`src/rtl/mlcfd_pkg.sv`:
```
// ----------------------------------------------------------------------------
// mlcfd_pkg
// Shared constants, types and helpers for the framed packet deframer.
// ----------------------------------------------------------------------------
package mlcfd_pkg;

    localparam int BUFFER_BYTES = 64;
    localparam int ADDR_W       = $clog2(BUFFER_BYTES);
    localparam int FILL_W       = $clog2(BUFFER_BYTES + 1);
    // offsets and frame sizes (LEN + 5) share one width
    localparam int IDX_W        = (FILL_W > 9) ? FILL_W : 9;
    localparam int LEN_CAP      = BUFFER_BYTES - 5;

    localparam logic [7:0]  MAGIC_FIRST  = 8'hA5;
    localparam logic [7:0]  MAGIC_SECOND = 8'h5A;
    localparam logic [15:0] CRC_INIT     = 16'hFFFF;
    localparam logic [15:0] CRC_POLY     = 16'hA001;
    localparam int          HEADER_LEN   = 3;
    localparam int          CRC_LEN      = 2;
    localparam logic [5:0]  MAX_PAYLOAD_RST = 6'd59;

    typedef enum logic [1:0] {
        KIND_PAYLOAD = 2'd0,
        KIND_EMPTY   = 2'd1,
        KIND_BAD_LEN = 2'd2,
        KIND_BAD_CRC = 2'd3
    } t_kind;

    // CRC16-Modbus update over one byte, reflected
    function automatic logic [15:0] crc_byte(input logic [15:0] crc_in,
                                             input logic [7:0]  data);
        logic [15:0] c;
        c = crc_in ^ {8'h00, data};
        for (int b = 0; b < 8; b++) begin
            if (c[0]) c = (c >> 1) ^ CRC_POLY;
            else      c = c >> 1;
        end
        return c;
    endfunction

    // circular index: head + off, with off no larger than the store depth
    function automatic logic [ADDR_W-1:0] wrap_add(input logic [ADDR_W-1:0] head,
                                                   input logic [FILL_W-1:0] off);
        logic [FILL_W:0] sum;
        sum = {{(FILL_W + 1 - ADDR_W){1'b0}}, head} + {1'b0, off};
        if (sum >= (FILL_W + 1)'(BUFFER_BYTES)) sum = sum - (FILL_W + 1)'(BUFFER_BYTES);
        return sum[ADDR_W-1:0];
    endfunction

endpackage

```
`src/rtl/mlcfd_store.sv`:
```
// ----------------------------------------------------------------------------
// mlcfd_store
// Receive byte store: one write port, one read port with registered data.
// ----------------------------------------------------------------------------
module mlcfd_store (
    input  logic                        i_clk,
    input  logic                        i_we,
    input  logic [mlcfd_pkg::ADDR_W-1:0] i_waddr,
    input  logic [7:0]                  i_wdata,
    input  logic [mlcfd_pkg::ADDR_W-1:0] i_raddr,
    output logic [7:0]                  o_rdata
);
    import mlcfd_pkg::*;

    logic [7:0] r_mem [BUFFER_BYTES];
    logic [7:0] r_rdata;

    always_ff @(posedge i_clk) begin
        if (i_we) begin
            r_mem[i_waddr] <= i_wdata;
        end
        r_rdata <= r_mem[i_raddr];
    end

    assign o_rdata = r_rdata;

endmodule

```
`src/rtl/magic_len_crc16_frame_deframer.sv`:
```
// ----------------------------------------------------------------------------
// magic_len_crc16_frame_deframer
// Frame hunter for A5 5A | LEN | payload | CRC16-Modbus (low byte first).
// ----------------------------------------------------------------------------
// Input channel: i_valid / o_stall carry one received byte per transfer.
// The block takes a byte only when idle, stores it if the store has room,
// then drains the store with one sequencer and one store read port: each
// store read takes an address state and a registered-data state. The magic
// hunt reads every held byte when no magic pair is held, two when one heads
// the store, then LEN once it is held. A byte that completes a frame of LEN
// bytes leads to a CRC pass over LEN and payload, reads of the received CRC
// and payload readout (one marker item for an empty frame), then a new hunt
// over what is left. Each error event emits one marker item and rescans.
// Output channel: o_valid / i_stall, one result item per transfer, from a
// single output register; the sequencer waits on it while the receiver
// stalls, so a stalled output holds the input side off.
// Configuration: i_cfg_we writes max_payload; the user must write it only
// while idle, and the block itself does not enforce this.
// Reset (synchronous, active low) empties the store, clears the counters
// and sets max_payload to 59. Store contents are not cleared.
// ----------------------------------------------------------------------------
module magic_len_crc16_frame_deframer (
    input  logic        i_clk,
    input  logic        i_rst_n,
    input  logic        i_valid,
    output logic        o_stall,
    input  logic [7:0]  i_data_byte,
    input  logic        i_cfg_we,
    input  logic [5:0]  i_cfg_max_payload,
    output logic        o_valid,
    input  logic        i_stall,
    output logic [1:0]  o_kind,
    output logic [7:0]  o_payload_byte,
    output logic        o_last,
    output logic [5:0]  o_payload_length,
    output logic [31:0] o_noise_total,
    output logic [31:0] o_bad_length_total,
    output logic [31:0] o_bad_crc_total,
    output logic [31:0] o_good_frame_total
);
    import mlcfd_pkg::*;

    typedef enum logic [3:0] {
        ST_IDLE, ST_SCAN_START, ST_SCAN_RD, ST_SCAN_CK, ST_LEN_RD, ST_LEN_CK,
        ST_CRC_RD, ST_CRC_CK, ST_RXL_RD, ST_RXL_CK, ST_RXH_RD, ST_RXH_CK,
        ST_EMIT, ST_PAY_RD, ST_PAY_CK
    } t_state;

    t_state             r_state, n_state;
    logic [ADDR_W-1:0]  r_head, n_head;
    logic [FILL_W-1:0]  r_fill, n_fill;
    logic [IDX_W-1:0]   r_idx, n_idx;
    logic               r_pa5, n_pa5;
    logic [7:0]         r_len, n_len;
    logic [15:0]        r_crc, n_crc;
    logic [7:0]         r_rx_lo, n_rx_lo;
    t_kind              r_kind, n_kind;
    logic [5:0]         r_max, n_max;
    logic [31:0]        r_noise, n_noise, r_badlen, n_badlen;
    logic [31:0]        r_badcrc, n_badcrc, r_good, n_good;

    logic               r_ov, n_ov;
    t_kind              r_okind, n_okind;
    logic [7:0]         r_obyte, n_obyte;
    logic               r_olast, n_olast;
    logic [5:0]         r_olen, n_olen;
    logic [31:0]        r_onoise, n_onoise, r_obadlen, n_obadlen;
    logic [31:0]        r_obadcrc, n_obadcrc, r_ogood, n_ogood;

    logic               store_we;
    logic [ADDR_W-1:0]  waddr, raddr;
    logic [7:0]         rdata;
    logic               slot_free;
    logic [IDX_W-1:0]   fill_x, len_x, limit_x, disc_x;
    logic [FILL_W-1:0]  disc;
    logic               load_out;

    mlcfd_store u_store (
        .i_clk   (i_clk),
        .i_we    (store_we),
        .i_waddr (waddr),
        .i_wdata (i_data_byte),
        .i_raddr (raddr),
        .o_rdata (rdata)
    );

    assign waddr    = wrap_add(r_head, r_fill);
    assign raddr    = wrap_add(r_head, r_idx[FILL_W-1:0]);
    assign store_we = (r_state == ST_IDLE) && i_valid &&
                      (r_fill < FILL_W'(BUFFER_BYTES));
    assign slot_free = !r_ov || !i_stall;
    assign fill_x   = IDX_W'(r_fill);
    assign len_x    = IDX_W'(r_len);
    assign limit_x  = (IDX_W'(r_max) > IDX_W'(LEN_CAP)) ? IDX_W'(LEN_CAP)
                                                        : IDX_W'(r_max);

    always_comb begin
        n_state  = r_state;   n_head   = r_head;   n_fill  = r_fill;
        n_idx    = r_idx;     n_pa5    = r_pa5;    n_len   = r_len;
        n_crc    = r_crc;     n_rx_lo  = r_rx_lo;  n_kind  = r_kind;
        n_max    = r_max;     n_noise  = r_noise;  n_badlen = r_badlen;
        n_badcrc = r_badcrc;  n_good   = r_good;
        n_ov     = r_ov && i_stall;
        n_okind  = r_okind;   n_obyte  = r_obyte;  n_olast = r_olast;
        n_olen   = r_olen;
        n_onoise = r_onoise;  n_obadlen = r_obadlen;
        n_obadcrc = r_obadcrc; n_ogood = r_ogood;
        disc_x   = '0;
        disc     = '0;
        load_out = 1'b0;

        if (i_cfg_we) begin
            n_max = i_cfg_max_payload;
        end

        unique case (r_state)
            ST_IDLE: begin
                if (i_valid) begin
                    if (store_we) n_fill = r_fill + 1'b1;
                    n_state = ST_SCAN_START;
                end
            end
            ST_SCAN_START: begin
                n_idx = '0;
                n_pa5 = 1'b0;
                n_state = (r_fill == '0) ? ST_IDLE : ST_SCAN_RD;
            end
            ST_SCAN_RD: n_state = ST_SCAN_CK;
            ST_SCAN_CK: begin
                if (r_pa5 && rdata == MAGIC_SECOND) begin
                    // magic starts one byte back
                    disc_x  = r_idx - 1'b1;
                    disc    = disc_x[FILL_W-1:0];
                    n_head  = wrap_add(r_head, disc);
                    n_fill  = r_fill - disc;
                    n_noise = r_noise + 32'(disc);
                    if (fill_x - disc_x < IDX_W'(HEADER_LEN)) begin
                        n_state = ST_IDLE;
                    end else begin
                        n_idx   = IDX_W'(2);
                        n_state = ST_LEN_RD;
                    end
                end else begin
                    n_pa5 = (rdata == MAGIC_FIRST);
                    if (r_idx + 1'b1 == fill_x) begin
                        // no magic: keep a trailing A5
                        disc    = (rdata == MAGIC_FIRST) ? r_fill - 1'b1 : r_fill;
                        n_head  = wrap_add(r_head, disc);
                        n_fill  = r_fill - disc;
                        n_noise = r_noise + 32'(disc);
                        n_state = ST_IDLE;
                    end else begin
                        n_idx   = r_idx + 1'b1;
                        n_state = ST_SCAN_RD;
                    end
                end
            end
            ST_LEN_RD: n_state = ST_LEN_CK;
            ST_LEN_CK: begin
                n_len = rdata;
                if (IDX_W'(rdata) > limit_x) begin
                    n_badlen = r_badlen + 1'b1;
                    n_head   = wrap_add(r_head, FILL_W'(1));
                    n_fill   = r_fill - 1'b1;
                    n_kind   = KIND_BAD_LEN;
                    n_state  = ST_EMIT;
                end else if (fill_x < IDX_W'(rdata) + IDX_W'(HEADER_LEN + CRC_LEN)) begin
                    n_state = ST_IDLE;
                end else begin
                    n_crc   = CRC_INIT;
                    n_state = ST_CRC_RD;
                end
            end
            ST_CRC_RD: n_state = ST_CRC_CK;
            ST_CRC_CK: begin
                n_crc = crc_byte(r_crc, rdata);
                n_idx = r_idx + 1'b1;
                n_state = (r_idx == len_x + IDX_W'(2)) ? ST_RXL_RD : ST_CRC_RD;
            end
            ST_RXL_RD: n_state = ST_RXL_CK;
            ST_RXL_CK: begin
                n_rx_lo = rdata;
                n_idx   = r_idx + 1'b1;
                n_state = ST_RXH_RD;
            end
            ST_RXH_RD: n_state = ST_RXH_CK;
            ST_RXH_CK: begin
                if ({rdata, r_rx_lo} != r_crc) begin
                    n_badcrc = r_badcrc + 1'b1;
                    n_head   = wrap_add(r_head, FILL_W'(1));
                    n_fill   = r_fill - 1'b1;
                    n_kind   = KIND_BAD_CRC;
                    n_state  = ST_EMIT;
                end else begin
                    n_good = r_good + 1'b1;
                    if (r_len == 8'd0) begin
                        disc    = FILL_W'(HEADER_LEN + CRC_LEN);
                        n_head  = wrap_add(r_head, disc);
                        n_fill  = r_fill - disc;
                        n_kind  = KIND_EMPTY;
                        n_state = ST_EMIT;
                    end else begin
                        n_idx   = IDX_W'(HEADER_LEN);
                        n_state = ST_PAY_RD;
                    end
                end
            end
            ST_EMIT: begin
                if (slot_free) begin
                    load_out = 1'b1;
                    n_okind  = r_kind;
                    n_obyte  = 8'd0;
                    n_olast  = 1'b1;
                    n_olen   = 6'd0;
                    n_state  = ST_SCAN_START;
                end
            end
            ST_PAY_RD: n_state = ST_PAY_CK;
            ST_PAY_CK: begin
                if (slot_free) begin
                    load_out = 1'b1;
                    n_okind  = KIND_PAYLOAD;
                    n_obyte  = rdata;
                    n_olast  = (r_idx == len_x + IDX_W'(2));
                    n_olen   = r_len[5:0];
                    if (r_idx == len_x + IDX_W'(2)) begin
                        disc_x  = len_x + IDX_W'(HEADER_LEN + CRC_LEN);
                        disc    = disc_x[FILL_W-1:0];
                        n_head  = wrap_add(r_head, disc);
                        n_fill  = r_fill - disc;
                        n_state = ST_SCAN_START;
                    end else begin
                        n_idx   = r_idx + 1'b1;
                        n_state = ST_PAY_RD;
                    end
                end
            end
            default: n_state = ST_IDLE;
        endcase

        if (load_out) begin
            n_ov      = 1'b1;
            n_onoise  = r_noise;
            n_obadlen = r_badlen;
            n_obadcrc = r_badcrc;
            n_ogood   = r_good;
        end
    end

    always_ff @(posedge i_clk) begin
        if (!i_rst_n) begin
            r_state  <= ST_IDLE;
            r_head   <= '0;
            r_fill   <= '0;
            r_max    <= MAX_PAYLOAD_RST;
            r_noise  <= '0;
            r_badlen <= '0;
            r_badcrc <= '0;
            r_good   <= '0;
            r_ov     <= 1'b0;
        end else begin
            r_state  <= n_state;
            r_head   <= n_head;
            r_fill   <= n_fill;
            r_max    <= n_max;
            r_noise  <= n_noise;
            r_badlen <= n_badlen;
            r_badcrc <= n_badcrc;
            r_good   <= n_good;
            r_ov     <= n_ov;
        end
        r_idx     <= n_idx;
        r_pa5     <= n_pa5;
        r_len     <= n_len;
        r_crc     <= n_crc;
        r_rx_lo   <= n_rx_lo;
        r_kind    <= n_kind;
        r_okind   <= n_okind;
        r_obyte   <= n_obyte;
        r_olast   <= n_olast;
        r_olen    <= n_olen;
        r_onoise  <= n_onoise;
        r_obadlen <= n_obadlen;
        r_obadcrc <= n_obadcrc;
        r_ogood   <= n_ogood;
    end

    assign o_stall            = (r_state != ST_IDLE);
    assign o_valid            = r_ov;
    assign o_kind             = r_okind;
    assign o_payload_byte     = r_obyte;
    assign o_last             = r_olast;
    assign o_payload_length   = r_olen;
    assign o_noise_total      = r_onoise;
    assign o_bad_length_total = r_obadlen;
    assign o_bad_crc_total    = r_obadcrc;
    assign o_good_frame_total = r_ogood;

endmodule

```
`config.mk`:
```
export PLATFORM = sky130hd
export DESIGN_NAME = magic_len_crc16_frame_deframer
export DESIGN_NICKNAME = d
export VERILOG_FILES = /design/src/rtl/mlcfd_pkg.sv /design/src/rtl/mlcfd_store.sv /design/src/rtl/magic_len_crc16_frame_deframer.sv
export SDC_FILE = /design/constraint.sdc
export NUM_CORES = 1
export LEC_CHECK = 0
export ABC_CLOCK_PERIOD_IN_PS = 9450
export BUFFER_PORTS_ARGS = -buffer_cell sky130_fd_sc_hd__buf_2
export CORE_UTILIZATION = 25
export DETAILED_ROUTE_END_ITERATION = 7
export PLACE_DENSITY = 0.39
export SYNTH_ARGS = -nofsm -noshare
export SYNTH_HDL_FRONTEND = slang
export SYNTH_SLANG_ARGS = --single-unit
```
`constraint.sdc`:
```
create_clock -name i_clk -period 9.45 [get_ports i_clk]
set_input_delay 1.89 -clock i_clk [delete_from_list [all_inputs] [get_ports i_clk]]
set_output_delay 1.89 -clock i_clk [all_outputs]
set_load 0.005 [all_outputs]
```
==> run summary <==
The flow ran to the end, and the final reports show no timing, DRC or antenna violations. The congestion estimate from routability-driven global placement came to 0.817. The largest total area in the synthesized netlist belongs to sky130_fd_sc_hd__edfxtp_1. From synthesis to final layout, the design area changed by 17.3%. Summing internal, switching and leakage power gives 8.79 mW. The cell area power density came out at 204 nW/µm². The utilization after layout came out at 0.296. The required time of the critical path came out at 10.01 ns. The synthesized netlist occupies a cell area of 36700 µm². The worst hold path terminates at o_bad_length_total[31]. For this run, the leading register cell type out of synthesis is sky130_fd_sc_hd__edfxtp_1. The core area is 146000 µm². Entering global routing, the biggest net connects 75 pins. The async set-or-reset flop fraction in the synthesized netlist came out at 0. The synthesized area per cell came out at 14.9 µm². For this block, the initial DRC count from the detailed router was 1355. The worst flop-to-flop path startpoint is u_store.o_rdata[2]. The routed via count came out at 21500. The post-route DRC violation count is 0.

The worst endpoint data arrival time came out at 5.47 ns. The clock passes through at most 3 buffers. The hold-critical path depth is 0. TritonCTS built the clock tree. The final critical-path share of the clock period came out at 0.520. For this configuration, the core starts out at a cell density of 0.252. The top cell types in the final layout, fill and taps aside, are 701 x sky130_fd_sc_hd__edfxtp_1, 252 x sky130_fd_sc_hd__nor2_1, 165 x sky130_fd_sc_hd__buf_2.

The worst hold path belongs to the class reg2reg. The via count of the first global-routing pass was 22429. At the later pin of the worst-skew pair, clock insertion delay measures 0.69 ns. The clock edge transition at the registers on the reported setup and hold paths is 0.06 ns. The post-synth net total is 2558. The endpoint identified for the worst register-to-register timing path is r_noise[10]. The number of warning messages in the yosys log is 0. The worst setup path is launched from a flip-flop. The number of gates resized after CTS was 0. The count of cells along the worst register-to-register path came out at 15. The remaining global-route overflow is 0. Timing would allow up to 0.204 GHz. Summed over all cells, the static leakage comes to 14.1 nW. The critical path in this run is classified as reg2reg. The number of library cell types mapped by synthesis is 89.

The fraction of final layout cells with drive strength greater than 1 is 0.205. The number of buffers inserted by hold repair at cts is 0. The final count of hold timing violations is 0. The clock tree skew after final layout came out at 0.0282 ns. The part of the Yosys area used for sequential elements came out at 0.660. The largest driver fanout on the critical path came out at 14. The number of antenna violations at the first check in global routing is 5. The library cell used most frequently in the layout, excluding fill and tap cells, is sky130_fd_sc_hd__edfxtp_1. The post-detailed-route via-to-cell ratio is 4.61. The count of buffers added by post-CTS timing repair for setup is 0.

In this run the register-to-register setup slack is 4.54 ns. For this design the top-level I/O count stands at 166. The number of iterations in the first detailed-routing pass came out at 7. Dividing the detail-routed wire length by the instance count gives 22.0 µm. In this run, synthesis produced a sequential element count of 861. The final wirelength came out at 102000 µm. Across all hold checks on the routed design, the worst slack comes to 0.459 ns. The number of placement rows is 140.

The layout net count came out at 2746. The maximum vdd drop is 0.000135 V. The worst setup path is captured at a flip-flop.

The buffer cell driving the clock tree root is sky130_fd_sc_hd__clkbuf_16. The remaining max-slew budget at the tightest pin is 0.303. Of the post-synthesis cell area, the dominant cell type holds 0.573. The number of buffers added by the clock tree synthesis step is 97. For this run, the total global-route usage over all layers was measured as 0.138. The half-perimeter wire length after placement came out at 67600 µm. Setup repair after global routing left no endpoint under its margin. At the pin with the least slew margin, the transition time is 1.04 ns. Measured along the y axis, the die boundary spans 385 µm.

The final-report max-slew violation count was 0. The horizontal die dimension came out at 385 µm. Across the run, the number of max-cap violations was 0.

The number of buffer cells added on primary ports came out at 165. 0 antenna diodes ended up in the layout. The first global-routing pass estimated 152000 µm of wire. The number of enable-type register cells in the synthesized netlist came out at 701.

The gate count of the mapped netlist is 2472. The post-route setup TNS came out at 0 ns. The clock net in this run drives a total of 861 sinks.

Sorting the synthesized cells by area gives the leading types as sky130_fd_sc_hd__edfxtp_1 57%, sky130_fd_sc_hd__mux4_2 9.8%, sky130_fd_sc_hd__dfxtp_1 8.7%. The post-route antenna net violation count is 0. The die footprint is 149000 µm².

The H-tree depth reported by CTS came out at 3. The final critical delay including setup and external delays is 4.91 ns. The worst hold path begins at r_badlen[31].

Setup violations remaining at the end of the flow were counted as 0.
## layout make-up
type	instances	area [µm²]
multi-input cells	1445	11900
inverters	58	220
clock buffers	129	2770
well taps	1917	2400
flip-flops and latches	861	24300
clock inverters	53	531
repair buffers	197	1070
fillers	14621	103000
## worst max-delay path: stages (launching register included)
cell and delay (ns):
sky130_fd_sc_hd__dfxtp_1 0.87, sky130_fd_sc_hd__or3b_2 0.54, sky130_fd_sc_hd__nor2_1 0.56, sky130_fd_sc_hd__xnor2_1 0.12, sky130_fd_sc_hd__a21oi_1 0.40, sky130_fd_sc_hd__inv_1 0.10, sky130_fd_sc_hd__ha_1 0.23, sky130_fd_sc_hd__fa_1 0.42
sky130_fd_sc_hd__a21o_1 0.18, sky130_fd_sc_hd__a21oi_1 0.22, sky130_fd_sc_hd__o21bai_1 0.13, sky130_fd_sc_hd__nand3_1 0.14, sky130_fd_sc_hd__nand2_1 0.34, sky130_fd_sc_hd__nor4b_1 0.29, sky130_fd_sc_hd__xnor2_1 0.17, sky130_fd_sc_hd__nor2_1 0.05
## Yosys cell counts (56+ instances only)
| cell | count |
|---|---|
| sky130_fd_sc_hd__clkbuf_1 | 65 |
| sky130_fd_sc_hd__xnor2_1 | 107 |
| sky130_fd_sc_hd__edfxtp_1 | 701 |
| sky130_fd_sc_hd__dfxtp_1 | 160 |
| sky130_fd_sc_hd__ha_1 | 61 |
| sky130_fd_sc_hd__nand3_1 | 64 |
| sky130_fd_sc_hd__xor2_1 | 84 |
| sky130_fd_sc_hd__mux4_2 | 160 |
| sky130_fd_sc_hd__nand2_1 | 155 |
| sky130_fd_sc_hd__inv_1 | 56 |
| sky130_fd_sc_hd__nor2_1 | 253 |
| sky130_fd_sc_hd__o21ai_0 | 56 |
| sky130_fd_sc_hd__a21oi_1 | 85 |
## routing by layer
layer	GRT usage	share of wire
met2	0.236	0.50
met1	0.179	0.44
met5	0	0
met4	0.0376	0.024
met3	0.0215	0.040
## logic make-up after synthesis
| kind of cell | share of synthesized area |
|---|---|
| fa+ha+maj | 0.0252 |
| xor+xnor | 0.0460 |
| buf+inv | 0.0185 |
| flops | 0.660 |
| mux | 0.107 |
| simple gates | 0.0945 |
| compound gates | 0.0493 |
## registers in the layout, indices dropped and copies added (netlist names), 6 cells and up
name	count
r_len	8
r_idx	9
o_good_frame_total	32
o_bad_crc_total	32
o_payload_length	6
o_payload_byte	8
r_badlen	32
o_noise_total	32
r_rx_lo	8
r_fill	7
r_badcrc	32
r_noise	32
r_crc	16
r_good	32
u_store.r_mem	512
u_store.o_rdata	8
r_head	6
o_bad_length_total	32
r_max	6
## power breakdown
group | switching (mW) | internal [mW] | leakage [nW]
logic | 0.414 | 0.297 | 4.81
clock network | 1.59 | 2.29 | 1.63
registers | 0.0829 | 4.12 | 7.66
## worst max-delay path by stage
stage	from	end	slack, ns
detailed placement	u_store.o_rdata[2]	r_noise[10]	4.44
global route	u_store.o_rdata[2]	r_noise[10]	4.18
global placement	u_store.o_rdata[2]	r_noise[10]	4.46
CTS	u_store.o_rdata[2]	r_noise[10]	4.43
finish	u_store.o_rdata[2]	r_noise[10]	4.54
floorplan	i_stall	o_bad_crc_total[0]	0.72
## metrics by stage
| stage | area (µm²) | cells | worst slack, ns |
|---|---|---|---|
| 2_1_floorplan | 36700 | 2472 | 0.720 |
| 3_3_place_gp | 39800 | 4478 | 4.46 |
| 3_5_place_dp | 39800 | 4478 | 4.44 |
| 4_1_cts | 43100 | 4660 | 4.43 |
| 5_1_grt | 43100 | 4660 | 4.18 |
| 6_report | 43100 | 4660 | 4.54 |
Note: power is estimated with default switching activity, not from simulation.
